--- config.mk ---
export PLATFORM = sky130hd
export DESIGN_NAME = mi4_ctrl
export DESIGN_NICKNAME = d
export VERILOG_FILES = /design/src/hdl/mi4_pkg.sv /design/src/hdl/mi4_ctrl.sv
export SDC_FILE = /design/constraint.sdc
export NUM_CORES = 1
export LEC_CHECK = 0
export ABC_AREA = 1
export BUFFER_PORTS_ARGS = -buffer_cell sky130_fd_sc_hd__buf_2
export CAP_MARGIN = 20
export CORE_ASPECT_RATIO = 2
export CORE_UTILIZATION = 45
export CTS_BUF_LIST = sky130_fd_sc_hd__clkbuf_4 sky130_fd_sc_hd__clkbuf_8
export DETAILED_ROUTE_END_ITERATION = 6
export PLACE_DENSITY = 0.66
export SLEW_MARGIN = 10
export SYNTH_ARGS = -nofsm -noshare
export SYNTH_HDL_FRONTEND = slang
export SYNTH_SLANG_ARGS = --single-unit
--- constraint.sdc ---
create_clock -name clk_i -period 1.8 [get_ports clk_i]
set_input_delay 0.09 -clock clk_i [delete_from_list [all_inputs] [get_ports clk_i]]
set_output_delay 0.09 -clock clk_i [all_outputs]
set_load 0.005 [all_outputs]
--- src/hdl/mi4_pkg.sv ---
`timescale 1ns / 1ps
// ----------------------------------------------------------------------------
// mi4_pkg
// shared types, scratch memory map, operation codes and cofactor schedule
// tables for the 4x4 single-precision matrix inverse
// ----------------------------------------------------------------------------
package mi4_pkg;

  // word widths and scratch memory geometry
  localparam int unsigned WORD_W    = 32;
  localparam int unsigned RAM_DEPTH = 32;
  localparam int unsigned ADDR_W    = $clog2(RAM_DEPTH);

  // scratch memory map: elements at 0..15, minors from ADDR_MN
  localparam logic [ADDR_W-1:0] ADDR_MN  = 5'd16;
  localparam logic [ADDR_W-1:0] ADDR_T0  = 5'd28;
  localparam logic [ADDR_W-1:0] ADDR_T1  = 5'd29;
  localparam logic [ADDR_W-1:0] ADDR_DET = 5'd30;
  localparam logic [ADDR_W-1:0] ADDR_RC  = 5'd31;

  localparam logic [WORD_W-1:0] FP_ONE   = 32'h3F80_0000;
  localparam logic [WORD_W-1:0] FP_QNAN  = 32'h7FC0_0000;
  localparam logic [3:0]        LAST_IDX = 4'd15;
  localparam logic [3:0]        LAST_MINOR = 4'd11;
  localparam logic [3:0]        DET_LAST_STEP = 4'd10;
  localparam logic [3:0]        ADJ_LAST_STEP = 4'd5;
  localparam logic [3:0]        MINOR_LAST_STEP = 4'd2;

  // floating-point operations
  typedef enum logic [1:0] {
    FOP_MUL = 2'd0,
    FOP_ADD = 2'd1,
    FOP_SUB = 2'd2,
    FOP_DIV = 2'd3
  } fop_e;

  // channel words
  typedef struct packed {
    logic [3:0]  elem_index;
    logic [31:0] elem_bits;
  } mi4_in_t;

  typedef struct packed {
    logic [3:0]  out_index;
    logic [31:0] out_bits;
    logic        singular;
    logic        last_out;
  } mi4_out_t;

  // controller to datapath commands
  typedef struct packed {
    logic              in_load;
    logic [ADDR_W-1:0] ra;
    logic [ADDR_W-1:0] rb;
    logic              start;
    fop_e              op;
    logic              use_one;
    logic              exec;
    logic [ADDR_W-1:0] dst;
    logic              chk_det;
    logic              to_out;
    logic              zero_out;
    logic [3:0]        out_idx;
  } mi4_cmd_t;

  // datapath to controller status
  typedef struct packed {
    logic fpu_done;
    logic singular;
  } mi4_status_t;

  // element pairs of each 2x2 minor: e[i]*e[j] - e[k]*e[l]
  typedef struct packed {
    logic [3:0] i;
    logic [3:0] j;
    logic [3:0] k;
    logic [3:0] l;
  } minor_ent_t;

  localparam minor_ent_t MINOR_TAB [12] = '{
    '{4'd0, 4'd5, 4'd1, 4'd4},    '{4'd0, 4'd6, 4'd2, 4'd4},
    '{4'd0, 4'd7, 4'd3, 4'd4},    '{4'd1, 4'd6, 4'd2, 4'd5},
    '{4'd1, 4'd7, 4'd3, 4'd5},    '{4'd2, 4'd7, 4'd3, 4'd6},
    '{4'd8, 4'd13, 4'd9, 4'd12},  '{4'd8, 4'd14, 4'd10, 4'd12},
    '{4'd8, 4'd15, 4'd11, 4'd12}, '{4'd9, 4'd14, 4'd10, 4'd13},
    '{4'd9, 4'd15, 4'd11, 4'd13}, '{4'd10, 4'd15, 4'd11, 4'd14}
  };

  // determinant schedule: one operation per step
  typedef struct packed {
    fop_e              op;
    logic [ADDR_W-1:0] a;
    logic [ADDR_W-1:0] b;
    logic [ADDR_W-1:0] dst;
  } det_ent_t;

  localparam det_ent_t DET_TAB [11] = '{
    '{FOP_MUL, 5'd16, 5'd27, ADDR_T0},
    '{FOP_MUL, 5'd17, 5'd26, ADDR_T1},
    '{FOP_SUB, ADDR_T0, ADDR_T1, ADDR_DET},
    '{FOP_MUL, 5'd18, 5'd25, ADDR_T1},
    '{FOP_ADD, ADDR_DET, ADDR_T1, ADDR_DET},
    '{FOP_MUL, 5'd19, 5'd24, ADDR_T1},
    '{FOP_ADD, ADDR_DET, ADDR_T1, ADDR_DET},
    '{FOP_MUL, 5'd20, 5'd23, ADDR_T1},
    '{FOP_SUB, ADDR_DET, ADDR_T1, ADDR_DET},
    '{FOP_MUL, 5'd21, 5'd22, ADDR_T1},
    '{FOP_ADD, ADDR_DET, ADDR_T1, ADDR_DET}
  };

  // adjugate terms: three element/minor products, sign of the third
  typedef struct packed {
    logic [3:0] ea;
    logic [3:0] ma;
    logic [3:0] eb;
    logic [3:0] mb;
    logic [3:0] ec;
    logic [3:0] mc;
    logic       add3;
  } adj_ent_t;

  localparam adj_ent_t ADJ_TAB [16] = '{
    '{4'd5,  4'd11, 4'd6,  4'd10, 4'd7,  4'd9, 1'b1},
    '{4'd2,  4'd10, 4'd1,  4'd11, 4'd3,  4'd9, 1'b0},
    '{4'd13, 4'd5,  4'd14, 4'd4,  4'd15, 4'd3, 1'b1},
    '{4'd10, 4'd4,  4'd9,  4'd5,  4'd11, 4'd3, 1'b0},
    '{4'd6,  4'd8,  4'd4,  4'd11, 4'd7,  4'd7, 1'b0},
    '{4'd0,  4'd11, 4'd2,  4'd8,  4'd3,  4'd7, 1'b1},
    '{4'd14, 4'd2,  4'd12, 4'd5,  4'd15, 4'd1, 1'b0},
    '{4'd8,  4'd5,  4'd10, 4'd2,  4'd11, 4'd1, 1'b1},
    '{4'd4,  4'd10, 4'd5,  4'd8,  4'd7,  4'd6, 1'b1},
    '{4'd1,  4'd8,  4'd0,  4'd10, 4'd3,  4'd6, 1'b0},
    '{4'd12, 4'd4,  4'd13, 4'd2,  4'd15, 4'd0, 1'b1},
    '{4'd9,  4'd2,  4'd8,  4'd4,  4'd11, 4'd0, 1'b0},
    '{4'd5,  4'd7,  4'd4,  4'd9,  4'd6,  4'd6, 1'b0},
    '{4'd0,  4'd9,  4'd1,  4'd7,  4'd2,  4'd6, 1'b1},
    '{4'd13, 4'd1,  4'd12, 4'd3,  4'd14, 4'd0, 1'b0},
    '{4'd8,  4'd3,  4'd9,  4'd1,  4'd10, 4'd0, 1'b1}
  };

endpackage

--- src/hdl/mi4_ctrl.sv ---
`timescale 1ns / 1ps
// ----------------------------------------------------------------------------
// mi4_ctrl
// sequencer: element loading, minor/determinant/reciprocal/adjugate schedule,
// output handshake
// ----------------------------------------------------------------------------
module mi4_ctrl
  import mi4_pkg::*;
(
  input  logic        clk_i,
  input  logic        rst_ni,
  input  logic        in_valid_i,
  output logic        in_ready_o,
  input  logic [3:0]  in_index_i,
  output logic        out_valid_o,
  input  logic        out_ready_i,
  input  mi4_status_t status_i,
  output mi4_cmd_t    cmd_o
);

  typedef enum logic [3:0] {
    S_IDLE  = 4'b0001,
    S_RD    = 4'b0010,
    S_START = 4'b0100,
    S_EXEC  = 4'b1000
  } ctrl_state_e;

  typedef enum logic [4:0] {
    PH_MINOR = 5'b00001,
    PH_DET   = 5'b00010,
    PH_DIV   = 5'b00100,
    PH_ADJ   = 5'b01000,
    PH_ZERO  = 5'b10000
  } phase_e;

  ctrl_state_e state_q;
  phase_e      phase_q;
  logic [3:0]  k_q, step_q;
  logic        out_valid_q;

  // operation decode for the current step
  minor_ent_t        mt;
  det_ent_t          dt;
  adj_ent_t          at;
  fop_e              op;
  logic [ADDR_W-1:0] ra, rb, dst;
  logic              use_one, chk_det, to_out;

  always_comb begin
    mt      = (k_q <= LAST_MINOR) ? MINOR_TAB[k_q] : '0;
    dt      = (step_q <= DET_LAST_STEP) ? DET_TAB[step_q] : '0;
    at      = ADJ_TAB[k_q];
    op      = FOP_MUL;
    ra      = ADDR_T0;
    rb      = ADDR_T1;
    dst     = ADDR_T0;
    use_one = 1'b0;
    chk_det = 1'b0;
    to_out  = 1'b0;
    case (phase_q)
      PH_MINOR: begin
        case (step_q)
          4'd0: begin
            ra = {1'b0, mt.i};
            rb = {1'b0, mt.j};
          end
          4'd1: begin
            ra  = {1'b0, mt.k};
            rb  = {1'b0, mt.l};
            dst = ADDR_T1;
          end
          default: begin
            op  = FOP_SUB;
            dst = ADDR_MN + {1'b0, k_q};
          end
        endcase
      end
      PH_DET: begin
        op      = dt.op;
        ra      = dt.a;
        rb      = dt.b;
        dst     = dt.dst;
        chk_det = (step_q == DET_LAST_STEP);
      end
      PH_DIV: begin
        op      = FOP_DIV;
        use_one = 1'b1;
        rb      = ADDR_DET;
        dst     = ADDR_RC;
      end
      PH_ADJ: begin
        case (step_q)
          4'd0: begin
            ra = {1'b0, at.ea};
            rb = ADDR_MN + {1'b0, at.ma};
          end
          4'd1: begin
            ra  = {1'b0, at.eb};
            rb  = ADDR_MN + {1'b0, at.mb};
            dst = ADDR_T1;
          end
          4'd2: begin
            op = FOP_SUB;
          end
          4'd3: begin
            ra  = {1'b0, at.ec};
            rb  = ADDR_MN + {1'b0, at.mc};
            dst = ADDR_T1;
          end
          4'd4: begin
            op = at.add3 ? FOP_ADD : FOP_SUB;
          end
          default: begin
            rb     = ADDR_RC;
            to_out = 1'b1;
          end
        endcase
      end
      default: begin
        op = FOP_MUL;
      end
    endcase
  end

  logic in_acc, zero_load, res_done;
  assign in_ready_o = (state_q == S_IDLE);
  assign in_acc     = in_valid_i & in_ready_o;
  assign zero_load  = (state_q == S_RD) && (phase_q == PH_ZERO) && !out_valid_q;
  assign res_done   = (state_q == S_EXEC) && status_i.fpu_done;

  // sequencer
  always_ff @(posedge clk_i or negedge rst_ni) begin
    if (!rst_ni) begin
      state_q <= S_IDLE;
      phase_q <= PH_MINOR;
      k_q     <= 4'd0;
      step_q  <= 4'd0;
    end else begin
      case (state_q)
        S_IDLE: begin
          if (in_acc && (in_index_i == LAST_IDX)) begin
            phase_q <= PH_MINOR;
            k_q     <= 4'd0;
            step_q  <= 4'd0;
            state_q <= S_RD;
          end
        end
        S_RD: begin
          if (phase_q == PH_ZERO) begin
            if (zero_load) begin
              k_q <= k_q + 4'd1;
              if (k_q == LAST_IDX) begin
                state_q <= S_IDLE;
              end
            end
          end else if (!(to_out && out_valid_q)) begin
            state_q <= S_START;
          end
        end
        S_START: begin
          state_q <= S_EXEC;
        end
        S_EXEC: begin
          if (status_i.fpu_done) begin
            case (phase_q)
              PH_MINOR: begin
                state_q <= S_RD;
                if (step_q == MINOR_LAST_STEP) begin
                  step_q <= 4'd0;
                  if (k_q == LAST_MINOR) begin
                    k_q     <= 4'd0;
                    phase_q <= PH_DET;
                  end else begin
                    k_q <= k_q + 4'd1;
                  end
                end else begin
                  step_q <= step_q + 4'd1;
                end
              end
              PH_DET: begin
                state_q <= S_RD;
                if (step_q == DET_LAST_STEP) begin
                  step_q  <= 4'd0;
                  phase_q <= PH_DIV;
                end else begin
                  step_q <= step_q + 4'd1;
                end
              end
              PH_DIV: begin
                state_q <= S_RD;
                step_q  <= 4'd0;
                k_q     <= 4'd0;
                phase_q <= status_i.singular ? PH_ZERO : PH_ADJ;
              end
              default: begin
                if (step_q == ADJ_LAST_STEP) begin
                  step_q  <= 4'd0;
                  k_q     <= k_q + 4'd1;
                  state_q <= (k_q == LAST_IDX) ? S_IDLE : S_RD;
                end else begin
                  step_q  <= step_q + 4'd1;
                  state_q <= S_RD;
                end
              end
            endcase
          end
        end
        default: begin
          state_q <= S_IDLE;
        end
      endcase
    end
  end

  // output word valid
  always_ff @(posedge clk_i or negedge rst_ni) begin
    if (!rst_ni) begin
      out_valid_q <= 1'b0;
    end else if (zero_load || (res_done && to_out)) begin
      out_valid_q <= 1'b1;
    end else if (out_ready_i) begin
      out_valid_q <= 1'b0;
    end
  end

  assign out_valid_o = out_valid_q;

  assign cmd_o = '{
    in_load:  in_acc,
    ra:       ra,
    rb:       rb,
    start:    (state_q == S_START),
    op:       op,
    use_one:  use_one,
    exec:     (state_q == S_EXEC),
    dst:      dst,
    chk_det:  chk_det,
    to_out:   to_out,
    zero_out: zero_load,
    out_idx:  k_q
  };

endmodule

Word-level counts from Yosys, hierarchy flattened --
Memory sizes are Yosys's and may differ from the RTL's. Cells that the tools add are included.
Cells by class: add/subtract/negate cells 6, $lt $le $gt $ge 4, eq/ne operators 31, multiplexer cells 60, bitwise gates (word level) 3, reduce and logical (&&, ||, !) cells 21
Operators with widths (count):
- 2-to-1 mux 4 bit | 17
- case mux 5 bit (4 select lines) | 3
- 2-to-1 mux 17 bit | 3
- 2-to-1 mux 25 bit | 2
- 2-to-1 mux 16 bit | 3
- case mux 5 bit (3 select lines) | 3
- case mux 5 bit (2 select lines) | 4
- case mux 4 bit (3 select lines) | 3
- 2-to-1 mux 5 bit | 6
- adder 5 x 4 -> 5 bit, first input constant | 4
- equality test 4 bit, second input constant | 5
- case mux 4 bit (4 select lines) | 1
- inequality test 3 bit, second input constant | 5
- equality test 4 x 2 -> 1 bit, second input constant | 3
- equality test 4 x 3 -> 1 bit, second input constant | 3
- greater-or-equal comparator 5 bit, second input constant | 2
- 2-to-1 mux 2 bit | 5
- NOT 4 -> 5 bit | 2
- adder 4 x 1 -> 4 bit, second input constant | 2
- equality test 4 x 1 -> 1 bit, second input constant | 2
- <= comparator 4 bit, second input constant | 2
- inequality test 4 x 1 -> 1 bit, second input constant | 2
- case mux 2 bit (4 select lines) | 1
- case mux 4 bit (2 select lines) | 1
- 24 further kinds | 41
Word-level totals: register bits 18, bits in read-only memories 928, output and inout port bits 30, word-level logic and storage cells 133, memories kept 3
Memory list:
- (no name shown) | words 16, bits a word 25, rd ports 1, clocked after memory_dff 0, wr ports 0, RTL line mi4_ctrl.sv:52 | at = ADJ_TAB[k_q];
- (no name shown) | words 16, bits a word 17, rd ports 1, clocked after memory_dff 0, wr ports 0, RTL line mi4_ctrl.sv:51 | dt = (step_q <= DET_LAST_STEP) ? DET_TAB[step_q] : '0;
- (no name shown) | words 16, bits a word 16, rd ports 1, clocked after memory_dff 0, wr ports 0, RTL line mi4_ctrl.sv:50 | mt = (k_q <= LAST_MINOR) ? MINOR_TAB[k_q] : '0;

Depth between registers and ports, before layout --
Gate-level depths: netlist of the first run.
word-level depth 8, depth in mapped cells 12, mapped depth without buffers 11

Worst setup path before layout of the first run --
No wires, ideal clock.
kind register -> output, from reg k_q[0], to out cmd_o[17] (netlist name), arrival time 1527 ps, data required time 1710 ps, slack 183 ps, cell stages (with the launch flop) 10, path buffers 0, path through dfrtp_1 -> inv_1 -> ha_1 -> inv_1 -> nor2_1 -> nor2_1 -> o21ai_0 -> nand3_1 -> nand2_1 -> nand3_1
RTL lines:
- start, declared | RTL line mi4_ctrl.sv:38 | logic [3:0] k_q, step_q;
- start signal, assigned | RTL line mi4_ctrl.sv:151 | k_q <= k_q + 4'd1;
- start signal, assigned | RTL line mi4_ctrl.sv:174 | k_q <= k_q + 4'd1;
- start signal, assigned | RTL line mi4_ctrl.sv:198 | k_q <= k_q + 4'd1;
- end, declared | RTL line mi4_ctrl.sv:18 | output mi4_cmd_t cmd_o

==> run summary, run 1 <==
status: finished, violations left
violated checks: negative setup slack
Main synth FF type: dfrtp_1
worst hold path type: in2reg
Combinational Power Share: 80.7%
Die Y-Extent: 109 um
EDFF count, synth: 0
Worst Skew: 0.00812 ns
first-pass GRT wire length: 15300 um
Avg Synthesized Cell Area: 5.95 um2
CTS Sinks: 18
die width: 55.5 um
IO buf count: 39
total of warnings raised by yosys: 0
CTS clk-pin slew, worst paths: 0.06 ns
H-Tree Depth: 1
Reg power frac: 13.0%
Tmin final: 2.02 ns
DP Cell Count: 557
# Max-Cap Violations: 0
Hold Vio Cnt, Final: 0
pin count of the biggest net entering global routing: 19
initial antenna violation count: 0
worst rel slew slack: 70.8%
DP Area: 3030 um2
R2R cell count: 11
hold depth: 2
WL/cell: 18.2 um
Pint: 2170 uW
final worst slack: -0.221 ns
CTS buffer count: 3
FP Rows: 38
number of global-route vias before repair: 3311
fin nets: 573
Fin Hold WS: 0.00900 ns
FF-to-FF Start: phase_q[0]
FFs w/ async S/R, synth: 100%
post-DP HPWL: 7370 um
crit path kind: reg2out
Synth cell types: 35
Required @ worst endpoint: 1.71 ns
Synth Instances: 433
crit path DAT: 1.93 ns
Finished Layout Cells: 603
Worst-Skew Late Latency: 0.26 ns
layout cells sized above 1: 48.3%
Tot Pwr: 4500 uW
P&R area growth vs syn: 56.7%
critical-path cell list: buf_6 > buf_6 > ha_4 > o211ai_1 > nand3_1 > buf_4 > o2111ai_2 > buf_2
DRC violations left: 0
pwr dens: 1120 nW/um2
Sw Share: 51.8%
setup repair after global routing missed its margin: true
Via-to-Cell Ratio: 5.86
Worst setup startpoint: step_q[0]
Post-Syn Nets: 461
initial core utilization: 47.1%
initial DRC count: 285
Startpoint Class: flip-flop
P_leak: 0.00205 uW
design area: 4040 um2
peak supply drop: 0.00108 V
Clock Tree Buf Depth: 2
post-route ant nets: 0
Std-Cell Core Area: 5470 um2
sequential cell area fraction in the yosys report: 17.6%
Worst Path Max Fanout: 4
Antenna Cells: 0
IO Count: 40
Clock power frac: 6.3%
Worst-Margin Slew: 0.438 ns
root buffer cell: clkbuf_8
post-synth top area cell: nand2_1
post-synthesis cell area: 2580 um2
Max stage delay on crit path: 0.46 ns
slowest stage cell, crit path: dfrtp_2
CTS tree: yes
DRT Wirelength: 11000 um
GRT Resource Usage Total: 32.9%
Die Area: 6050 um2
cell mode on critical path: buf_6
HP Start: out_ready_i
DRT Pass-1 Iters: 6
period utilisation layout: 112%
highest clock rate: 0.495 GHz
Setup crit end kind: output port
RePlAce Congestion: 0.991
vias: 3533
Setup TNS: -1.25 ns
largest cells by area after synthesis: nand2_1 (20%), dfrtp_1 (16%), ha_1 (8.7%)
#FFs+latches synth: 18
Net Switching: 2330 uW
Slew Limit Fails: 0
gr ovfl total: 0
Yosys top cell area share: 20.0%
setup violators final: 11
==> area by class of cell <==
type / count / area (um2)
Clock buffer: 3 / 41.3
Fill cell: 430 / 1430
Inverter: 51 / 221
Multi-Input combinational cell: 350 / 2340
Sequential cell: 18 / 458
Tap cell: 60 / 75.1
Timing Repair Buffer: 121 / 901
==> synthesized netlist by cell type, types with 2 or more instances <==
cell       count
nor2_1        58
nand2_4        2
nand2_2        5
nand2_1      137
dfstp_2        2
nand3_1       44
a21oi_1       17
o211ai_1       3
nor2_2         3
buf_6          4
clkinv_1       2
inv_2          4
inv_1         45
o21ai_0       23
nand4_1        6
dfrtp_1       16
nor2_4         3
nor3_1         4
o21ai_1        5
nand3_2        7
buf_4          6
o2111ai_1      3
nor2_8         3
buf_2          3
ha_1          18
==> cell usage in the layout, fill, tap and decap left out, types with 17 or more instances in the layout <==
| master | n |
|---|---|
| nand2_1 | 116 |
| buf_4 | 60 |
| nor2_2 | 18 |
| nor2_1 | 36 |
| nand3_1 | 33 |
| nand2_2 | 17 |
| buf_2 | 39 |
| inv_1 | 29 |
| buf_6 | 20 |
| nand3_2 | 17 |
==> final timing paths <==
path	end	slack, ns
min in group asynchronous	phase_q[1]	0.30
min	out_valid_o	0.009
max	cmd_o[24]	-0.22
max reg2reg	k_q[3]	0.03
max in group asynchronous	state_q[0]	1.15
min reg2reg	phase_q[4]	0.57
==> sequential cells by signal (all words and copies together) (netlist names) <==
register     count
k_q              4
state_q          4
step_q           4
out_valid_o      1
phase_q          5
==> through the flow <==
step	utilization [%]	worst slack [ns]
after floorplan	-	0.183
after global placement	55.4	-0.0976
after detailed placement	55.4	-0.0784
after CTS	66.1	-0.0713
after global routing	73.8	-0.362
final	73.8	-0.221
==> cells by family after synthesis <==
logic type	synth area share (%)
fa+ha+maj	8.74
compound gates	11.9
simple gates	49.8
buf+inv	11.7
flops	17.6
xor+xnor	0.340
==> worst max-delay path, delay by kind of cell (launching register included) <==
family | cells | cell delay [ns]
AO/OA/AOI/OAI | 2 | 0.28
adder cells (fa/ha/maj) | 1 | 0.15
AND/OR/NAND/NOR | 1 | 0.18
flip-flops | 1 | 0.46
buffers and inverters | 4 | 0.62
==> metal layers <==
layer	share of wire, %	GRT usage [%]	wire, um	up-vias
met4	9.6	29.5	1060	0
met2	54	65.0	5910	212
met5	0	0	0	-
met1	31	28.3	3420	1602
met3	5.5	2.97	610	96
li1	-	-	-	1623
==> power by group through the flow <==
stage / Sequential, uW / Clock, uW / Combinational [uW]
after floorplan: 592 / 0 / 1510
after global placement: 566 / 0 / 2470
after detailed placement: 572 / 0 / 2470
after CTS: 579 / 291 / 3010
after global routing: 595 / 308 / 3920
final: 585 / 285 / 3630
==> repair_timing <==
| action | CTS | global route |
|---|---|---|
| hold endpoints to repair | 16 | 0 |
| gates resized for setup | 106 | 78 |
| endpoints found under the setup margin | 17 | 32 |
| buffers inserted | 21 | 21 |
| pin swaps | 37 | 50 |
| hold buffers | 1 | 0 |
Power figures use the tool's default switching activity.
==> inputs of run 2 (changes only) <==
Settings changed: CORE_UTILIZATION 45 to 50, PLACE_DENSITY 0.66 to 0.72.
==> run summary, run 2 (synthesis results as in run 1) <==
status: finished, violations left
violated checks: negative setup slack
final worst slack: -0.151 ns
Startpoint Class: flip-flop
CTS tree: yes
FP Rows: 36
gr ovfl total: 0
P_leak: 0.00195 uW
crit path kind: reg2out
Hold Vio Cnt, Final: 0
CTS Sinks: 18
highest clock rate: 0.513 GHz
DRT Pass-1 Iters: 5
vias: 3441
post-route ant nets: 0
commonest cells after routing, fill and taps aside: nand2_1 (122), buf_4 (44), nor2_1 (42), buf_2 (39), nand3_1 (37)
crit path DAT: 1.86 ns
Via-to-Cell Ratio: 5.89
R2R setup slack: 0.04 ns
root buffer cell: clkbuf_8
Hold Path End: out_valid_o
Std-Cell Core Area: 4910 um2
pwr dens: 1090 nW/um2
Die Y-Extent: 104 um
pin count of the biggest net entering global routing: 22
# Max-Cap Violations: 0
Tmin final: 1.95 ns
Finished Layout Cells: 584
Required @ worst endpoint: 1.71 ns
Die Area: 5460 um2
peak supply drop: 0.000938 V
layout cells sized above 1: 42.1%
fin nets: 556
Worst-Margin Slew: 0.444 ns
worst hold path type: in2reg
number of global-route vias before repair: 3402
initial DRC count: 182
IO buf count: 39
DP Cell Count: 548
H-Tree Depth: 1
setup violators final: 16
DRT Wirelength: 10200 um
initial antenna violation count: 0
die width: 52.8 um
Worst Path Max Fanout: 4
FF-to-FF Start: step_q[0]
IO Count: 40
Reg-to-Reg End: k_q[2]
Worst-Skew Late Latency: 0.26 ns
register with the most flip-flops: phase_q
initial core utilization: 52.5%
Core Util, Final: 77.8%
hold depth: 2
R2R cell count: 11
GRT Resource Usage Total: 39.6%
worst rel slew slack: 70.4%
DRC violations left: 0
P&R area growth vs syn: 48.3%
CTS buffer count: 3
RePlAce Congestion: 0.980
Clock Tree Buf Depth: 2
period utilisation layout: 108%
HP Start: out_ready_i
DP Worst Slack: -0.0626 ns
Antenna Cells: 0
max reg flops: 5
setup repair after global routing missed its margin: true
CTS clk-pin slew, worst paths: 0.07 ns
post-DP HPWL: 7080 um
WL/cell: 17.5 um
commonest non-fill, non-tap cell in the layout: nand2_1
first-pass GRT wire length: 16100 um
Slew Limit Fails: 0
Setup crit end kind: output port
Worst Skew: 0.00704 ns
## run 2: cell types whose count changed in the layout (fill, tap and decap cells not counted), moves of 4 or more
cell,delta
buf_4,-16
nor2_2,-7
nand2_1,+6
nor2_1,+6
nand2_2,-4
nand3_1,+4
nand3_2,-4
o21ai_0,+4
o21ai_1,-4
## run 2: worst max path at each step
stage / start / endpoint / depth (start not counted)
CTS: k_q[1] / cmd_o[17] / 12
finish: k_q[2] / cmd_o[18] / 11
floorplan: k_q[0] / cmd_o[17] / 9
global route: k_q[1] / cmd_o[18] / 12
detailed placement: step_q[0] / cmd_o[8] / 8
global placement: step_q[0] / cmd_o[19] / 10
## run 2: critical path: stages (launching register included)
cell and delay [ns]:
dfrtp_1 0.40, buf_6 0.14, buf_4 0.15, nor2_2 0.13, nor2_1 0.09, nor2_1 0.10, nor2_1 0.08, nor2_4 0.19
nand2_1 0.08, nand2_1 0.06, nand3_1 0.06, buf_2 0.13
## run 2: timing repair
action                                  CTS  global route
hold endpoints to repair                 16             0
setup buffers                            27             7
gates resized for setup                 102            49
pin swaps                                38            30
endpoints found under the setup margin   17            28
hold buffers                              1             0
## run 2: metal layers
layer / up-vias / share of wire, % / track usage (%)
met5: - / 0 / 0
met4: 0 / 10 / 38.0
met3: 86 / 6.5 / 13.5
met2: 212 / 52 / 64.6
met1: 1550 / 31 / 34.7
li1: 1593 / - / -
## run 2: report_power, final
group	switching [uW]	leakage, uW	internal, uW
clock	145	0.0000288	195
sequential	88.4	0.000237	495
combinational	1930	0.00168	1290
## run 2: metrics by stage
step	total power (uW)	cell area (um2)	TNS [ns]	hold slack, ns
5_1_grt	4460	3820	-2.56	0.0136
6_report	4150	3820	-1.18	0.00507
2_1_floorplan	2100	2580	0	-0.206
4_1_cts	3860	3610	-0.637	0.0110
3_3_place_gp	2940	2990	-0.183	0.0499
3_5_place_dp	2970	2990	-0.239	0.0534
## run 2: area by class of cell
class / instances / area, um2
flip-flops and latches: 18 / 457
multi-input cells: 350 / 2250
clock buffers: 4 / 55.1
inverters: 51 / 209
repair buffers: 104 / 773
fillers: 363 / 1090
well taps: 57 / 71.3
