$ cat config.mk
export PLATFORM = sky130hd
export DESIGN_NAME = mi4_datapath
export DESIGN_NICKNAME = d
export VERILOG_FILES = /design/src/hdl/mi4_pkg.sv /design/src/hdl/mi4_ram.sv /design/src/hdl/mi4_fpu.sv /design/src/hdl/mi4_datapath.sv
export SDC_FILE = /design/constraint.sdc
export NUM_CORES = 2
export LEC_CHECK = 0
export BUFFER_PORTS_ARGS = -buffer_cell sky130_fd_sc_hd__buf_2
export CORE_ASPECT_RATIO = 1.25
export CORE_MARGIN = 4
export CORE_UTILIZATION = 65
export CTS_CLUSTER_SIZE = 20
export DETAILED_ROUTE_END_ITERATION = 6
export PLACE_DENSITY = 0.79
export SETUP_SLACK_MARGIN = 0.1
export SYNTH_ARGS = -nofsm -noshare
export SYNTH_HDL_FRONTEND = slang
export SYNTH_SLANG_ARGS = --single-unit
$ cat constraint.sdc
create_clock -name clk_i -period 19.1 [get_ports clk_i]
set_input_delay 2.865 -clock clk_i [delete_from_list [all_inputs] [get_ports clk_i]]
set_output_delay 2.865 -clock clk_i [all_outputs]
set_load 0.05 [all_outputs]
$ cat src/hdl/mi4_pkg.sv
`timescale 1ns / 1ps
// ----------------------------------------------------------------------------
// mi4_pkg
// shared types, scratch memory map, operation codes and cofactor schedule
// tables for the 4x4 single-precision matrix inverse
// ----------------------------------------------------------------------------
package mi4_pkg;

  // word widths and scratch memory geometry
  localparam int unsigned WORD_W    = 32;
  localparam int unsigned RAM_DEPTH = 32;
  localparam int unsigned ADDR_W    = $clog2(RAM_DEPTH);

  // scratch memory map: elements at 0..15, minors from ADDR_MN
  localparam logic [ADDR_W-1:0] ADDR_MN  = 5'd16;
  localparam logic [ADDR_W-1:0] ADDR_T0  = 5'd28;
  localparam logic [ADDR_W-1:0] ADDR_T1  = 5'd29;
  localparam logic [ADDR_W-1:0] ADDR_DET = 5'd30;
  localparam logic [ADDR_W-1:0] ADDR_RC  = 5'd31;

  localparam logic [WORD_W-1:0] FP_ONE   = 32'h3F80_0000;
  localparam logic [WORD_W-1:0] FP_QNAN  = 32'h7FC0_0000;
  localparam logic [3:0]        LAST_IDX = 4'd15;
  localparam logic [3:0]        LAST_MINOR = 4'd11;
  localparam logic [3:0]        DET_LAST_STEP = 4'd10;
  localparam logic [3:0]        ADJ_LAST_STEP = 4'd5;
  localparam logic [3:0]        MINOR_LAST_STEP = 4'd2;

  // floating-point operations
  typedef enum logic [1:0] {
    FOP_MUL = 2'd0,
    FOP_ADD = 2'd1,
    FOP_SUB = 2'd2,
    FOP_DIV = 2'd3
  } fop_e;

  // channel words
  typedef struct packed {
    logic [3:0]  elem_index;
    logic [31:0] elem_bits;
  } mi4_in_t;

  typedef struct packed {
    logic [3:0]  out_index;
    logic [31:0] out_bits;
    logic        singular;
    logic        last_out;
  } mi4_out_t;

  // controller to datapath commands
  typedef struct packed {
    logic              in_load;
    logic [ADDR_W-1:0] ra;
    logic [ADDR_W-1:0] rb;
    logic              start;
    fop_e              op;
    logic              use_one;
    logic              exec;
    logic [ADDR_W-1:0] dst;
    logic              chk_det;
    logic              to_out;
    logic              zero_out;
    logic [3:0]        out_idx;
  } mi4_cmd_t;

  // datapath to controller status
  typedef struct packed {
    logic fpu_done;
    logic singular;
  } mi4_status_t;

  // element pairs of each 2x2 minor: e[i]*e[j] - e[k]*e[l]
  typedef struct packed {
    logic [3:0] i;
    logic [3:0] j;
    logic [3:0] k;
    logic [3:0] l;
  } minor_ent_t;

  localparam minor_ent_t MINOR_TAB [12] = '{
    '{4'd0, 4'd5, 4'd1, 4'd4},    '{4'd0, 4'd6, 4'd2, 4'd4},
    '{4'd0, 4'd7, 4'd3, 4'd4},    '{4'd1, 4'd6, 4'd2, 4'd5},
    '{4'd1, 4'd7, 4'd3, 4'd5},    '{4'd2, 4'd7, 4'd3, 4'd6},
    '{4'd8, 4'd13, 4'd9, 4'd12},  '{4'd8, 4'd14, 4'd10, 4'd12},
    '{4'd8, 4'd15, 4'd11, 4'd12}, '{4'd9, 4'd14, 4'd10, 4'd13},
    '{4'd9, 4'd15, 4'd11, 4'd13}, '{4'd10, 4'd15, 4'd11, 4'd14}
  };

  // determinant schedule: one operation per step
  typedef struct packed {
    fop_e              op;
    logic [ADDR_W-1:0] a;
    logic [ADDR_W-1:0] b;
    logic [ADDR_W-1:0] dst;
  } det_ent_t;

  localparam det_ent_t DET_TAB [11] = '{
    '{FOP_MUL, 5'd16, 5'd27, ADDR_T0},
    '{FOP_MUL, 5'd17, 5'd26, ADDR_T1},
    '{FOP_SUB, ADDR_T0, ADDR_T1, ADDR_DET},
    '{FOP_MUL, 5'd18, 5'd25, ADDR_T1},
    '{FOP_ADD, ADDR_DET, ADDR_T1, ADDR_DET},
    '{FOP_MUL, 5'd19, 5'd24, ADDR_T1},
    '{FOP_ADD, ADDR_DET, ADDR_T1, ADDR_DET},
    '{FOP_MUL, 5'd20, 5'd23, ADDR_T1},
    '{FOP_SUB, ADDR_DET, ADDR_T1, ADDR_DET},
    '{FOP_MUL, 5'd21, 5'd22, ADDR_T1},
    '{FOP_ADD, ADDR_DET, ADDR_T1, ADDR_DET}
  };

  // adjugate terms: three element/minor products, sign of the third
  typedef struct packed {
    logic [3:0] ea;
    logic [3:0] ma;
    logic [3:0] eb;
    logic [3:0] mb;
    logic [3:0] ec;
    logic [3:0] mc;
    logic       add3;
  } adj_ent_t;

  localparam adj_ent_t ADJ_TAB [16] = '{
    '{4'd5,  4'd11, 4'd6,  4'd10, 4'd7,  4'd9, 1'b1},
    '{4'd2,  4'd10, 4'd1,  4'd11, 4'd3,  4'd9, 1'b0},
    '{4'd13, 4'd5,  4'd14, 4'd4,  4'd15, 4'd3, 1'b1},
    '{4'd10, 4'd4,  4'd9,  4'd5,  4'd11, 4'd3, 1'b0},
    '{4'd6,  4'd8,  4'd4,  4'd11, 4'd7,  4'd7, 1'b0},
    '{4'd0,  4'd11, 4'd2,  4'd8,  4'd3,  4'd7, 1'b1},
    '{4'd14, 4'd2,  4'd12, 4'd5,  4'd15, 4'd1, 1'b0},
    '{4'd8,  4'd5,  4'd10, 4'd2,  4'd11, 4'd1, 1'b1},
    '{4'd4,  4'd10, 4'd5,  4'd8,  4'd7,  4'd6, 1'b1},
    '{4'd1,  4'd8,  4'd0,  4'd10, 4'd3,  4'd6, 1'b0},
    '{4'd12, 4'd4,  4'd13, 4'd2,  4'd15, 4'd0, 1'b1},
    '{4'd9,  4'd2,  4'd8,  4'd4,  4'd11, 4'd0, 1'b0},
    '{4'd5,  4'd7,  4'd4,  4'd9,  4'd6,  4'd6, 1'b0},
    '{4'd0,  4'd9,  4'd1,  4'd7,  4'd2,  4'd6, 1'b1},
    '{4'd13, 4'd1,  4'd12, 4'd3,  4'd14, 4'd0, 1'b0},
    '{4'd8,  4'd3,  4'd9,  4'd1,  4'd10, 4'd0, 1'b1}
  };

endpackage

$ cat src/hdl/mi4_ram.sv
`timescale 1ns / 1ps
// ----------------------------------------------------------------------------
// mi4_ram
// generic memory, one write port and two registered read ports
// ----------------------------------------------------------------------------
module mi4_ram #(
  parameter int unsigned WIDTH = 32,
  parameter int unsigned DEPTH = 32
) (
  input  logic                     clk_i,
  input  logic                     we_i,
  input  logic [$clog2(DEPTH)-1:0] waddr_i,
  input  logic [WIDTH-1:0]         wdata_i,
  input  logic [$clog2(DEPTH)-1:0] raddr_a_i,
  input  logic [$clog2(DEPTH)-1:0] raddr_b_i,
  output logic [WIDTH-1:0]         rdata_a_o,
  output logic [WIDTH-1:0]         rdata_b_o
);

  logic [WIDTH-1:0] mem_q [DEPTH];

  // write port
  always_ff @(posedge clk_i) begin
    if (we_i) begin
      mem_q[waddr_i] <= wdata_i;
    end
  end

  // registered reads
  always_ff @(posedge clk_i) begin
    rdata_a_o <= mem_q[raddr_a_i];
    rdata_b_o <= mem_q[raddr_b_i];
  end

endmodule

$ cat src/hdl/mi4_fpu.sv
`timescale 1ns / 1ps
// ----------------------------------------------------------------------------
// mi4_fpu
// multi-cycle binary32 unit: multiply, add, subtract, divide, round to
// nearest even, subnormals kept, nan results canonical
// ----------------------------------------------------------------------------
module mi4_fpu
  import mi4_pkg::*;
(
  input  logic        clk_i,
  input  logic        rst_ni,
  input  logic        start_i,
  input  fop_e        op_i,
  input  logic [31:0] a_i,
  input  logic [31:0] b_i,
  output logic        done_o,
  output logic [31:0] res_o
);

  typedef enum logic [8:0] {
    F_IDLE  = 9'b000000001,
    F_MUL   = 9'b000000010,
    F_ALIGN = 9'b000000100,
    F_ADD   = 9'b000001000,
    F_DPRE  = 9'b000010000,
    F_DIV   = 9'b000100000,
    F_NORM  = 9'b001000000,
    F_DEN   = 9'b010000000,
    F_RND   = 9'b100000000
  } fpu_state_e;

  fpu_state_e         state_q, state_d;
  logic               done_q, done_d;
  logic [31:0]        res_q, res_d;
  logic               sgn_q, sgn_d;
  logic               zsgn_q, zsgn_d;
  logic               sub_q, sub_d;
  logic [23:0]        mx_q, mx_d, my_q, my_d;
  logic signed [10:0] ex_q, ex_d, ey_q, ey_d, e_q, e_d;
  logic [49:0]        m_q, m_d;
  logic [24:0]        rem_q, rem_d;
  logic [5:0]         cnt_q, cnt_d;

  // operand unpacking
  logic        sa, sb;
  logic [7:0]  xa, xb;
  logic        a_nan, b_nan, a_inf, b_inf, a_zero, b_zero, a_big;
  logic [23:0] ma, mb;
  logic signed [10:0] ea, eb;

  assign sa     = a_i[31];
  assign sb     = (op_i == FOP_SUB) ? ~b_i[31] : b_i[31];
  assign xa     = a_i[30:23];
  assign xb     = b_i[30:23];
  assign a_nan  = (xa == 8'hFF) && (a_i[22:0] != 23'd0);
  assign b_nan  = (xb == 8'hFF) && (b_i[22:0] != 23'd0);
  assign a_inf  = (xa == 8'hFF) && (a_i[22:0] == 23'd0);
  assign b_inf  = (xb == 8'hFF) && (b_i[22:0] == 23'd0);
  assign a_zero = (a_i[30:0] == 31'd0);
  assign b_zero = (b_i[30:0] == 31'd0);
  assign ma     = {xa != 8'd0, a_i[22:0]};
  assign mb     = {xb != 8'd0, b_i[22:0]};
  assign ea     = $signed({3'b000, (xa == 8'd0) ? 8'd1 : xa});
  assign eb     = $signed({3'b000, (xb == 8'd0) ? 8'd1 : xb});
  assign a_big  = (a_i[30:0] >= b_i[30:0]);

  // alignment of the smaller addend
  logic signed [10:0] dexp;
  logic [49:0]        yfull, yshift;
  logic               ylost;
  assign dexp   = ex_q - ey_q;
  assign yfull  = {1'b0, my_q, 25'd0};
  assign yshift = (dexp >= 11'sd50) ? 50'd0 : (yfull >> dexp[5:0]);
  assign ylost  = (dexp >= 11'sd50) ? (my_q != 24'd0)
                : ((yfull & ~({50{1'b1}} << dexp[5:0])) != 50'd0);

  // product and division step
  logic [47:0] prod;
  logic        geq;
  logic [24:0] rdiff, rsel;
  assign prod  = mx_q * my_q;
  assign geq   = (rem_q >= {1'b0, my_q});
  assign rdiff = rem_q - {1'b0, my_q};
  assign rsel  = geq ? rdiff : rem_q;

  // subnormal right shift
  logic signed [10:0] dsh;
  logic [49:0]        mden;
  logic               dlost;
  assign dsh   = 11'sd1 - e_q;
  assign mden  = (dsh >= 11'sd50) ? 50'd0 : (m_q >> dsh[5:0]);
  assign dlost = (dsh >= 11'sd50) ? (m_q != 50'd0)
               : ((m_q & ~({50{1'b1}} << dsh[5:0])) != 50'd0);

  // rounding
  logic [24:0]        rsum;
  logic               rup;
  logic [23:0]        rmant;
  logic signed [10:0] re;
  assign rup   = m_q[25] & ((m_q[24:0] != 25'd0) | m_q[26]);
  assign rsum  = {1'b0, m_q[49:26]} + {24'd0, rup};
  assign rmant = rsum[24] ? rsum[24:1] : rsum[23:0];
  assign re    = rsum[24] ? (e_q + 11'sd1) : e_q;

  // next state and datapath
  always_comb begin
    state_d = state_q;
    done_d  = 1'b0;
    res_d   = res_q;
    sgn_d   = sgn_q;
    zsgn_d  = zsgn_q;
    sub_d   = sub_q;
    mx_d    = mx_q;
    my_d    = my_q;
    ex_d    = ex_q;
    ey_d    = ey_q;
    e_d     = e_q;
    m_d     = m_q;
    rem_d   = rem_q;
    cnt_d   = cnt_q;
    case (state_q)
      F_IDLE: begin
        if (start_i) begin
          sgn_d  = sa ^ sb;
          zsgn_d = sa ^ sb;
          mx_d   = ma;
          my_d   = mb;
          ex_d   = ea;
          ey_d   = eb;
          case (op_i)
            FOP_MUL: begin
              if (a_nan || b_nan || (a_inf && b_zero) || (a_zero && b_inf)) begin
                res_d  = FP_QNAN;
                done_d = 1'b1;
              end else if (a_inf || b_inf) begin
                res_d  = {sa ^ sb, 8'hFF, 23'd0};
                done_d = 1'b1;
              end else begin
                state_d = F_MUL;
              end
            end
            FOP_DIV: begin
              if (a_nan || b_nan || (a_inf && b_inf) || (a_zero && b_zero)) begin
                res_d  = FP_QNAN;
                done_d = 1'b1;
              end else if (a_inf || b_zero) begin
                res_d  = {sa ^ sb, 8'hFF, 23'd0};
                done_d = 1'b1;
              end else if (a_zero || b_inf) begin
                res_d  = {sa ^ sb, 31'd0};
                done_d = 1'b1;
              end else begin
                state_d = F_DPRE;
              end
            end
            default: begin
              zsgn_d = sa & sb;
              sub_d  = sa ^ sb;
              if (a_nan || b_nan || (a_inf && b_inf && (sa != sb))) begin
                res_d  = FP_QNAN;
                done_d = 1'b1;
              end else if (a_inf) begin
                res_d  = {sa, 8'hFF, 23'd0};
                done_d = 1'b1;
              end else if (b_inf) begin
                res_d  = {sb, 8'hFF, 23'd0};
                done_d = 1'b1;
              end else begin
                // larger magnitude goes first
                sgn_d   = a_big ? sa : sb;
                mx_d    = a_big ? ma : mb;
                ex_d    = a_big ? ea : eb;
                my_d    = a_big ? mb : ma;
                ey_d    = a_big ? eb : ea;
                state_d = F_ALIGN;
              end
            end
          endcase
        end
      end
      F_MUL: begin
        m_d     = {prod, 2'b00};
        e_d     = ex_q + ey_q - 11'sd126;
        state_d = F_NORM;
      end
      F_ALIGN: begin
        m_d     = yshift | {49'd0, ylost};
        e_d     = ex_q + 11'sd1;
        state_d = F_ADD;
      end
      F_ADD: begin
        m_d     = sub_q ? ({1'b0, mx_q, 25'd0} - m_q) : ({1'b0, mx_q, 25'd0} + m_q);
        state_d = F_NORM;
      end
      F_DPRE: begin
        // bring subnormal mantissas up to a leading one
        if (!mx_q[23]) begin
          mx_d = {mx_q[22:0], 1'b0};
          ex_d = ex_q - 11'sd1;
        end
        if (!my_q[23]) begin
          my_d = {my_q[22:0], 1'b0};
          ey_d = ey_q - 11'sd1;
        end
        if (mx_q[23] && my_q[23]) begin
          rem_d   = {1'b0, mx_q};
          cnt_d   = 6'd49;
          e_d     = ex_q - ey_q + 11'sd127;
          state_d = F_DIV;
        end
      end
      F_DIV: begin
        // one quotient bit per cycle, remainder jammed into the last bit
        rem_d = {rsel[23:0], 1'b0};
        cnt_d = cnt_q - 6'd1;
        if (cnt_q == 6'd0) begin
          m_d     = {m_q[48:0], geq | (rsel != 25'd0)};
          state_d = F_NORM;
        end else begin
          m_d = {m_q[48:0], geq};
        end
      end
      F_NORM: begin
        if (m_q == 50'd0) begin
          res_d   = {zsgn_q, 31'd0};
          done_d  = 1'b1;
          state_d = F_IDLE;
        end else if (!m_q[49] && (e_q > 11'sd1)) begin
          if ((m_q[49:42] == 8'd0) && (e_q > 11'sd8)) begin
            m_d = {m_q[41:0], 8'd0};
            e_d = e_q - 11'sd8;
          end else begin
            m_d = {m_q[48:0], 1'b0};
            e_d = e_q - 11'sd1;
          end
        end else begin
          state_d = F_DEN;
        end
      end
      F_DEN: begin
        if (e_q < 11'sd1) begin
          m_d = mden | {49'd0, dlost};
          e_d = 11'sd1;
        end
        state_d = F_RND;
      end
      F_RND: begin
        if (re >= 11'sd255) begin
          res_d = {sgn_q, 8'hFF, 23'd0};
        end else if (!rmant[23]) begin
          res_d = {sgn_q, 8'd0, rmant[22:0]};
        end else begin
          res_d = {sgn_q, re[7:0], rmant[22:0]};
        end
        done_d  = 1'b1;
        state_d = F_IDLE;
      end
      default: begin
        state_d = F_IDLE;
      end
    endcase
  end

  // control registers
  always_ff @(posedge clk_i or negedge rst_ni) begin
    if (!rst_ni) begin
      state_q <= F_IDLE;
      done_q  <= 1'b0;
    end else begin
      state_q <= state_d;
      done_q  <= done_d;
    end
  end

  // working registers
  always_ff @(posedge clk_i) begin
    res_q  <= res_d;
    sgn_q  <= sgn_d;
    zsgn_q <= zsgn_d;
    sub_q  <= sub_d;
    mx_q   <= mx_d;
    my_q   <= my_d;
    ex_q   <= ex_d;
    ey_q   <= ey_d;
    e_q    <= e_d;
    m_q    <= m_d;
    rem_q  <= rem_d;
    cnt_q  <= cnt_d;
  end

  assign done_o = done_q;
  assign res_o  = res_q;

endmodule

$ cat src/hdl/mi4_datapath.sv
`timescale 1ns / 1ps
// ----------------------------------------------------------------------------
// mi4_datapath
// scratch memory, shared floating-point unit, singular flag and output word
// ----------------------------------------------------------------------------
module mi4_datapath
  import mi4_pkg::*;
(
  input  logic        clk_i,
  input  logic        rst_ni,
  input  mi4_in_t     in_word_i,
  input  mi4_cmd_t    cmd_i,
  output mi4_status_t status_o,
  output mi4_out_t    out_word_o
);

  logic              we;
  logic [ADDR_W-1:0] waddr;
  logic [WORD_W-1:0] wdata, rdata_a, rdata_b, fpu_a, fpu_res;
  logic              fpu_done, res_done;
  logic              singular_q;
  mi4_out_t          out_q;

  // write mux: incoming element or unit result
  assign res_done = cmd_i.exec & fpu_done;
  assign we       = cmd_i.in_load | (res_done & ~cmd_i.to_out);
  assign waddr    = cmd_i.in_load ? {1'b0, in_word_i.elem_index} : cmd_i.dst;
  assign wdata    = cmd_i.in_load ? in_word_i.elem_bits : fpu_res;

  mi4_ram #(
    .WIDTH (WORD_W),
    .DEPTH (RAM_DEPTH)
  ) u_ram (
    .clk_i     (clk_i),
    .we_i      (we),
    .waddr_i   (waddr),
    .wdata_i   (wdata),
    .raddr_a_i (cmd_i.ra),
    .raddr_b_i (cmd_i.rb),
    .rdata_a_o (rdata_a),
    .rdata_b_o (rdata_b)
  );

  assign fpu_a = cmd_i.use_one ? FP_ONE : rdata_a;

  mi4_fpu u_fpu (
    .clk_i   (clk_i),
    .rst_ni  (rst_ni),
    .start_i (cmd_i.start),
    .op_i    (cmd_i.op),
    .a_i     (fpu_a),
    .b_i     (rdata_b),
    .done_o  (fpu_done),
    .res_o   (fpu_res)
  );

  // singular flag from the finished determinant
  always_ff @(posedge clk_i) begin
    if (res_done && cmd_i.chk_det) begin
      singular_q <= (fpu_res[30:0] == 31'd0);
    end
  end

  // output word register
  always_ff @(posedge clk_i) begin
    if (res_done && cmd_i.to_out) begin
      out_q <= '{out_index: cmd_i.out_idx, out_bits: fpu_res, singular: singular_q,
                 last_out: (cmd_i.out_idx == LAST_IDX)};
    end else if (cmd_i.zero_out) begin
      out_q <= '{out_index: cmd_i.out_idx, out_bits: '0, singular: singular_q,
                 last_out: (cmd_i.out_idx == LAST_IDX)};
    end
  end

  assign status_o   = '{fpu_done: fpu_done, singular: singular_q};
  assign out_word_o = out_q;

endmodule

; ---- After elaboration in Yosys (flattened, before gate mapping)
; Memory sizes are Yosys's and may differ from the RTL's. A register that Yosys moved wholly into a read port is not among the register bits.
; Index checks and enable logic that the tools add are counted.
[op_classes]
bitwise_logic = 17
n_mul = 1
n_addsub = 16
n_shift = 4
muxes = 113
eq_ne = 36
n_lt_le_gt_ge = 8
reduce_logical = 63
[ops]
columns = cell, count
row1 = $mux W32, 12
row2 = $mux W24, 15
row3 = $mux W50, 7
row4 = $pmux W50 S6, 1
row5 = $mux W11, 18
row6 = $reduce_bool A50 Y1, 3
row7 = $mux W9, 13
row8 = $not A50 Y50, 2
row9 = $or A50 B1 Y50, 2
row10 = $shl A50 B6 Y50 const A, 2
row11 = $pmux W24 S2, 2
row12 = $pmux W32 S3, 1
row13 = $logic_not A31 Y1, 3
row14 = $mux W38, 2
row15 = $pmux W32 S2, 1
row16 = $pmux W9 S7, 1
row17 = $mux W31, 2
row18 = $pmux W11 S5, 1
row19 = $add A49 B50 Y50, 1
row20 = $and A49 B50 Y50, 1
row21 = $and A50 B50 Y50, 1
row22 = $logic_not A50 Y1, 1
row23 = $mux W25, 2
row24 = $pmux W25 S2, 1
row25 = 78 further kinds, 163
[totals]
elab_cells = 280
input_bits = 66
memories = 1
ff_bits = 246
mem_bits_rw = 1024
out_inout_bits = 40
[mem_list]
columns = name, depth, width, rd, rd_ports_with_merged_regs, wr, line
row1 = u_ram.mem_q, 32, 32, 2, 2, 1, mi4_ram.sv:20  ; logic [WIDTH-1:0] mem_q [DEPTH];

; ---- Longest topological paths before layout
[logic_depth]
depth_word = 10
ltp_mapped = 29
ltp_nobuf = 27

; ---- Cells and area by module
; A second synthesis with hierarchy kept.
[hier_totals]
hier_cells = 8855
area_unflattened_um2 = 95674.3
[by_module_without_submodules]
columns = module, seq_area_each_um2, area_each_um2, instances, cells_each
row1 = mi4_ram, 32030.7, 50040.5, 1, 3450
row2 = mi4_fpu, 6167.2, 43396.6, 1, 5236
row3 = mi4_datapath, 1171.1, 2237.1, 1, 169

; ---- Worst setup path before layout
; OpenSTA, ideal clock, no wires.
[synth_path]
path_kind = reg-to-reg
start = register u_fpu.my_q[3]
end = register u_fpu.m_q[48], data pin
setup_ps = 269
path_buffers = 2
path_stages_with_launch = 29
synth_period_minus_slack_ps = 7287
required_ps = 18831
arrival_ps = 7018
path_slack_ps = 11813
path_cell_list = edfxtp_1 clkbuf_1 clkbuf_1 nand2_1 fa_1 inv_1 fa_1 inv_1 fa_1 inv_1 fa_1 inv_1 fa_1 inv_1 fa_1 inv_1 fa_1 inv_1 ha_1 o21ai_0 nor2_1 o41ai_1 a21oi_1 a31oi_1 nor2_1 a311o_1 a31oi_1 xor2_1 o21ai_0
[synth_via]
elab_chain_cells = 4
word_cells_on_any_way = 5
classes_between = mul: 1 / shift: 1 / mux: 2 / bitwise: 1
[synth_rtl]
columns = item, line
row1 = start: declaration, mi4_fpu.sv:38  ; logic [23:0] mx_q, mx_d, my_q, my_d;
row2 = start signal: assignment, mi4_fpu.sv:282  ; my_q <= my_d;
row3 = branches (longest 3 deep; another with $mul A24 B24 Y48), n/a
row4 = $pmux W50 S6 *, mi4_fpu.sv:121  ; case (state_q)
row5 = net u_fpu.m_d[48], mi4_fpu.sv:40  ; logic [49:0] m_q, m_d;
row6 = end signal: assignment, mi4_fpu.sv:286  ; m_q <= m_d;
row7 = end: declaration, mi4_fpu.sv:40
; Mark *: on every way through the listed nets, which the timed path passes.
; A chain may end at the register's enable or synchronous reset.

; ---- Worst setup path in the final report
[layout_path]
start = register u_fpu.my_q[7]
end = register u_fpu.m_q[48], data pin
; Same word-level chain as after synthesis.

==> impl_summary.log <==
INFO  metric timing.max_cap.violations = 0
INFO  metric post_synth_most_frequent_cells = edfxtp_1 (1260), inv_1 (734), nand2_1 (666), mux4_2 (657), fa_1 (486)
INFO  metric port_buffers = 105
INFO  metric grt_pass1_wl = 473400 microns
INFO  metric route.detailed.vias_per_inst = 7.307
INFO  metric grt_util_met1 = 0.5133
INFO  metric layout_worst_path_cycle_share = 0.4413
INFO  metric final.fill_count = 9454
INFO  metric cp.required = 19630 ps
INFO  metric tritoncts_num_sinks = 1334
INFO  metric timing.hold.worst_endpoint = out_word_o[1]$_DFFE_PP_
INFO  metric post_cts_hold_buffer_count = 0
INFO  metric setup_violations = 0
INFO  metric max_freq = 118.6 MHz
INFO  metric path_common_cell = fa_1
INFO  metric grt_pass1_vias = 69484
INFO  metric timing.rr.start = u_fpu.my_q[7]$_DFFE_PP_
INFO  metric ys_async_sr_fraction = 0.007496
INFO  metric num_io_pins = 106
INFO  metric drtIter0Drc = 10144
INFO  metric outcome = finished with violations
INFO  metric final-seq-area = 39370 sq um
INFO  metric synth-edff-count = 1260
INFO  metric hold-path-cell-count = 0
INFO  metric max-clock-path-buffers = 3
INFO  metric synth.net_count = 8368
INFO  metric worst_skew_pair.late_latency = 820 ps
INFO  metric worstSetupStartpointType = flop
INFO  metric synth.area.top_cells = edfxtp_1 (41%), mux4_2 (16%), fa_1 (10%)
INFO  metric grt_max_degree = 140
INFO  metric hold_start = singular_q$_DFFE_PP_
INFO  metric cts_root_buffer = clkbuf_16
INFO  metric grt_setup_unrepaired = false
INFO  metric timing.critical_path.fanout_max = 32
INFO  metric regToRegEndpoint = u_fpu.m_q[48]$_DFFE_PP_
INFO  metric critical-path-max-stage-delay = 1100 ps
INFO  metric initial_antenna_violation_count = 18
INFO  metric worst-endpoint-arrival = 8960 ps
INFO  metric finalClockSkew = 52.08 ps
INFO  metric clock_slew_at_reported_path_ffs = 70 ps
INFO  metric fp-row-count = 155
INFO  metric drive_above_1_share = 0.1780
INFO  metric yosys_warnings = 0
INFO  metric pins_over_slew_limit = 0
INFO  metric place_congestion = 1.007
INFO  metric die_h = 431.6 microns
INFO  metric routed_wirelength = 325000 microns
INFO  metric grt_util_met3 = 0.1030
INFO  metric final-hold-violation-count = 0
INFO  metric syn2layout_area_growth = 7.328%
INFO  metric min_period = 8428 ps
INFO  metric clock_tree.htree_level_count = 4
INFO  metric synth.cell_area = 93300 sq um
INFO  metric ff2ff_setup_slack = 10670 ps
INFO  metric die_ar = 149700 sq um
INFO  metric setup_slack = 10670 ps
INFO  metric most_area_hungry_cell_type_in_the_yosys_netlist = edfxtp_1
INFO  metric synth-main-ff-cell = edfxtp_1
INFO  metric post-synth-top-count-cell = edfxtp_1
INFO  metric drtAntennaViolNets = 0
INFO  metric setup_total_negative_slack = 0 ps
INFO  metric initial_utilization = 0.6536
INFO  metric global_route.overflow_total = 0
INFO  metric worst-setup-path-type = reg2reg
INFO  metric synth.ff_latch_count = 1334
INFO  metric syn_inst = 7482
INFO  metric dp_worst_setup_slack = 10810 ps
INFO  metric dp_hpwl = 208200 microns
INFO  metric final_net_count = 8262
INFO  metric maxSlewHeadroom = 0.1030
INFO  metric post_cts.repair.setup_buffers = 0
INFO  metric chipWidth = 346.9 microns
INFO  metric cp_slowest_cell = edfxtp_1
INFO  metric ys_seq_area_frac = 0.4220
INFO  metric detailedRoute.firstPassIterationCount = 7
INFO  metric synthesis.area_per_instance = 12.47 sq um
INFO  metric cts-buffers-inserted = 130
INFO  metric globalRouteTotalUtil = 0.4358
INFO  metric grt_busiest_layer = met2
INFO  metric grt_use_met2 = 0.6953
INFO  metric cts_tree = built
INFO  metric endpoint_kind = flop
INFO  metric via_count = 68467
INFO  metric yosys.area.top_type_share = 0.4056
INFO  metric max_slew.worst_pin.slew = 1331 ps
INFO  metric post_synth_num_cell_types = 99
INFO  metric violations_in_the_final_reports = design-rule violations
INFO  metric wl_per_cell = 34.68 microns
INFO  metric worstRegToRegCells = 25
INFO  metric post_cts_resized = 0
INFO  metric total_core_area = 142700 sq um
INFO  metric drc = 33
INFO  metric timing.hold.worst.class = reg2reg
INFO  metric multi_input_comb_area = 49530 sq um
## flip-flops by register name, indices dropped and copies added, names as in the netlist
signal and flops:
u_fpu.my_q 24, u_fpu.sub_q 1, u_fpu.m_q 50, u_fpu.ex_q 11, u_fpu.e_q 11, u_fpu.sgn_q 1
out_word_o 38, u_fpu.mx_q 24, u_fpu.res_o 32, u_fpu.ey_q 11, u_fpu.state_q 9, u_fpu.zsgn_q 1
u_ram.rdata_a_o 32, u_fpu.done_o 1, u_ram.mem_q 1024, u_fpu.cnt_q 6, singular_q 1, u_ram.rdata_b_o 32
u_fpu.rem_q 25
## worst max-delay path by stage
stage	from	end	slack [ps]	cells past startpoint
6_report	u_fpu.my_q[7]$_DFFE_PP_	u_fpu.m_q[48]$_DFFE_PP_	10670	25
3_3_place_gp	u_fpu.my_q[7]$_DFFE_PP_	u_fpu.m_q[48]$_DFFE_PP_	10870	25
4_1_cts	u_fpu.my_q[7]$_DFFE_PP_	u_fpu.m_q[48]$_DFFE_PP_	10790	25
5_1_grt	u_fpu.my_q[7]$_DFFE_PP_	u_fpu.m_q[48]$_DFFE_PP_	10440	25
3_5_place_dp	u_fpu.my_q[7]$_DFFE_PP_	u_fpu.m_q[48]$_DFFE_PP_	10810	25
2_1_floorplan	u_fpu.my_q[3]$_DFFE_PP_	u_fpu.m_q[48]$_DFFE_PP_	11810	28
## per-stage QoR
step / hold WS (ps) / std cells / instance area (sq um) / util
detailed placement: 437.0 / 9128 / 95860 / 0.6716
finish: 435.8 / 9370 / 100100 / 0.7015
CTS: 435.2 / 9363 / 100100 / 0.7014
floorplan: 427.7 / 7482 / 93300 / -
global route: 461.7 / 9363 / 100100 / 0.7014
global placement: 436.1 / 9128 / 95860 / 0.6716
## placed cells by master (no fill, tap or decap), drive strengths merged, types with 21 or more instances in the layout
master,synthesis,layout
a211oi,38,38
a21o,62,62
a21oi,315,315
a221oi,39,39
a22oi,35,35
a31oi,37,37
and2,330,330
and3,27,27
buf,133,268
clkbuf,373,173
clkinv,6,43
dfxtp,64,64
edfxtp,1260,1260
fa,486,486
ha,334,334
inv,735,743
mux2,118,118
mux2i,139,139
mux4,657,657
nand2,667,667
nand2b,24,24
nand3,101,101
nand3b,34,34
nand4,44,44
nor2,378,378
nor2b,51,51
nor3,79,79
nor4,57,57
o211ai,28,28
o21ai,316,316
o22ai,41,41
o31ai,21,21
or3,21,21
xnor2,147,147
xor2,49,49
## layout make-up
| cell class | count | share of cell area |
|---|---|---|
| Antenna cell | 7 | 0.0001749 |
| Clock inverter | 62 | 0.006985 |
| Timing Repair Buffer | 268 | 0.01829 |
| Sequential cell | 1334 | 0.3932 |
| Multi-Input combinational cell | 4901 | 0.4946 |
| Clock buffer | 173 | 0.03541 |
| Tap cell | 1884 | 0.02354 |
| Inverter | 741 | 0.02778 |
## layer usage
layer  vias to the layer above  part of all wire
met5                         -           0.00021
met4                        10              0.10
met3                      1712              0.11
met2                      5861              0.47
met1                     33668              0.31
li1                      27216                 -
## logic make-up (layout without fill, tap and decap cells)
family          after synthesis  count (layout)  share of synthesized area
simple gates               1859            1859                    0.09636
mux                         914             914                     0.1878
flops                      1334            1334                     0.4220
fa+ha+maj                   822             822                     0.1493
compound gates             1110            1110                    0.07500
other cells                   0               7                          0
buf+inv                    1247            1244                    0.05122
xor+xnor                    196             196                    0.01840
## worst max-delay path, delay by kind of cell, from the launching register on
kind	cells	cell delay, ps
adders and majority gates	8	3750
AOI/OAI and AO/OA	7	2330
DFF	1	1100
and+or+nand+nor	3	480
buffers and inverters	6	310
xor gates and xnor gates	1	170
Power is left out: the tool's default activity adds up to more than one toggle a clock period on the data nets, which glitch-free logic cannot reach.
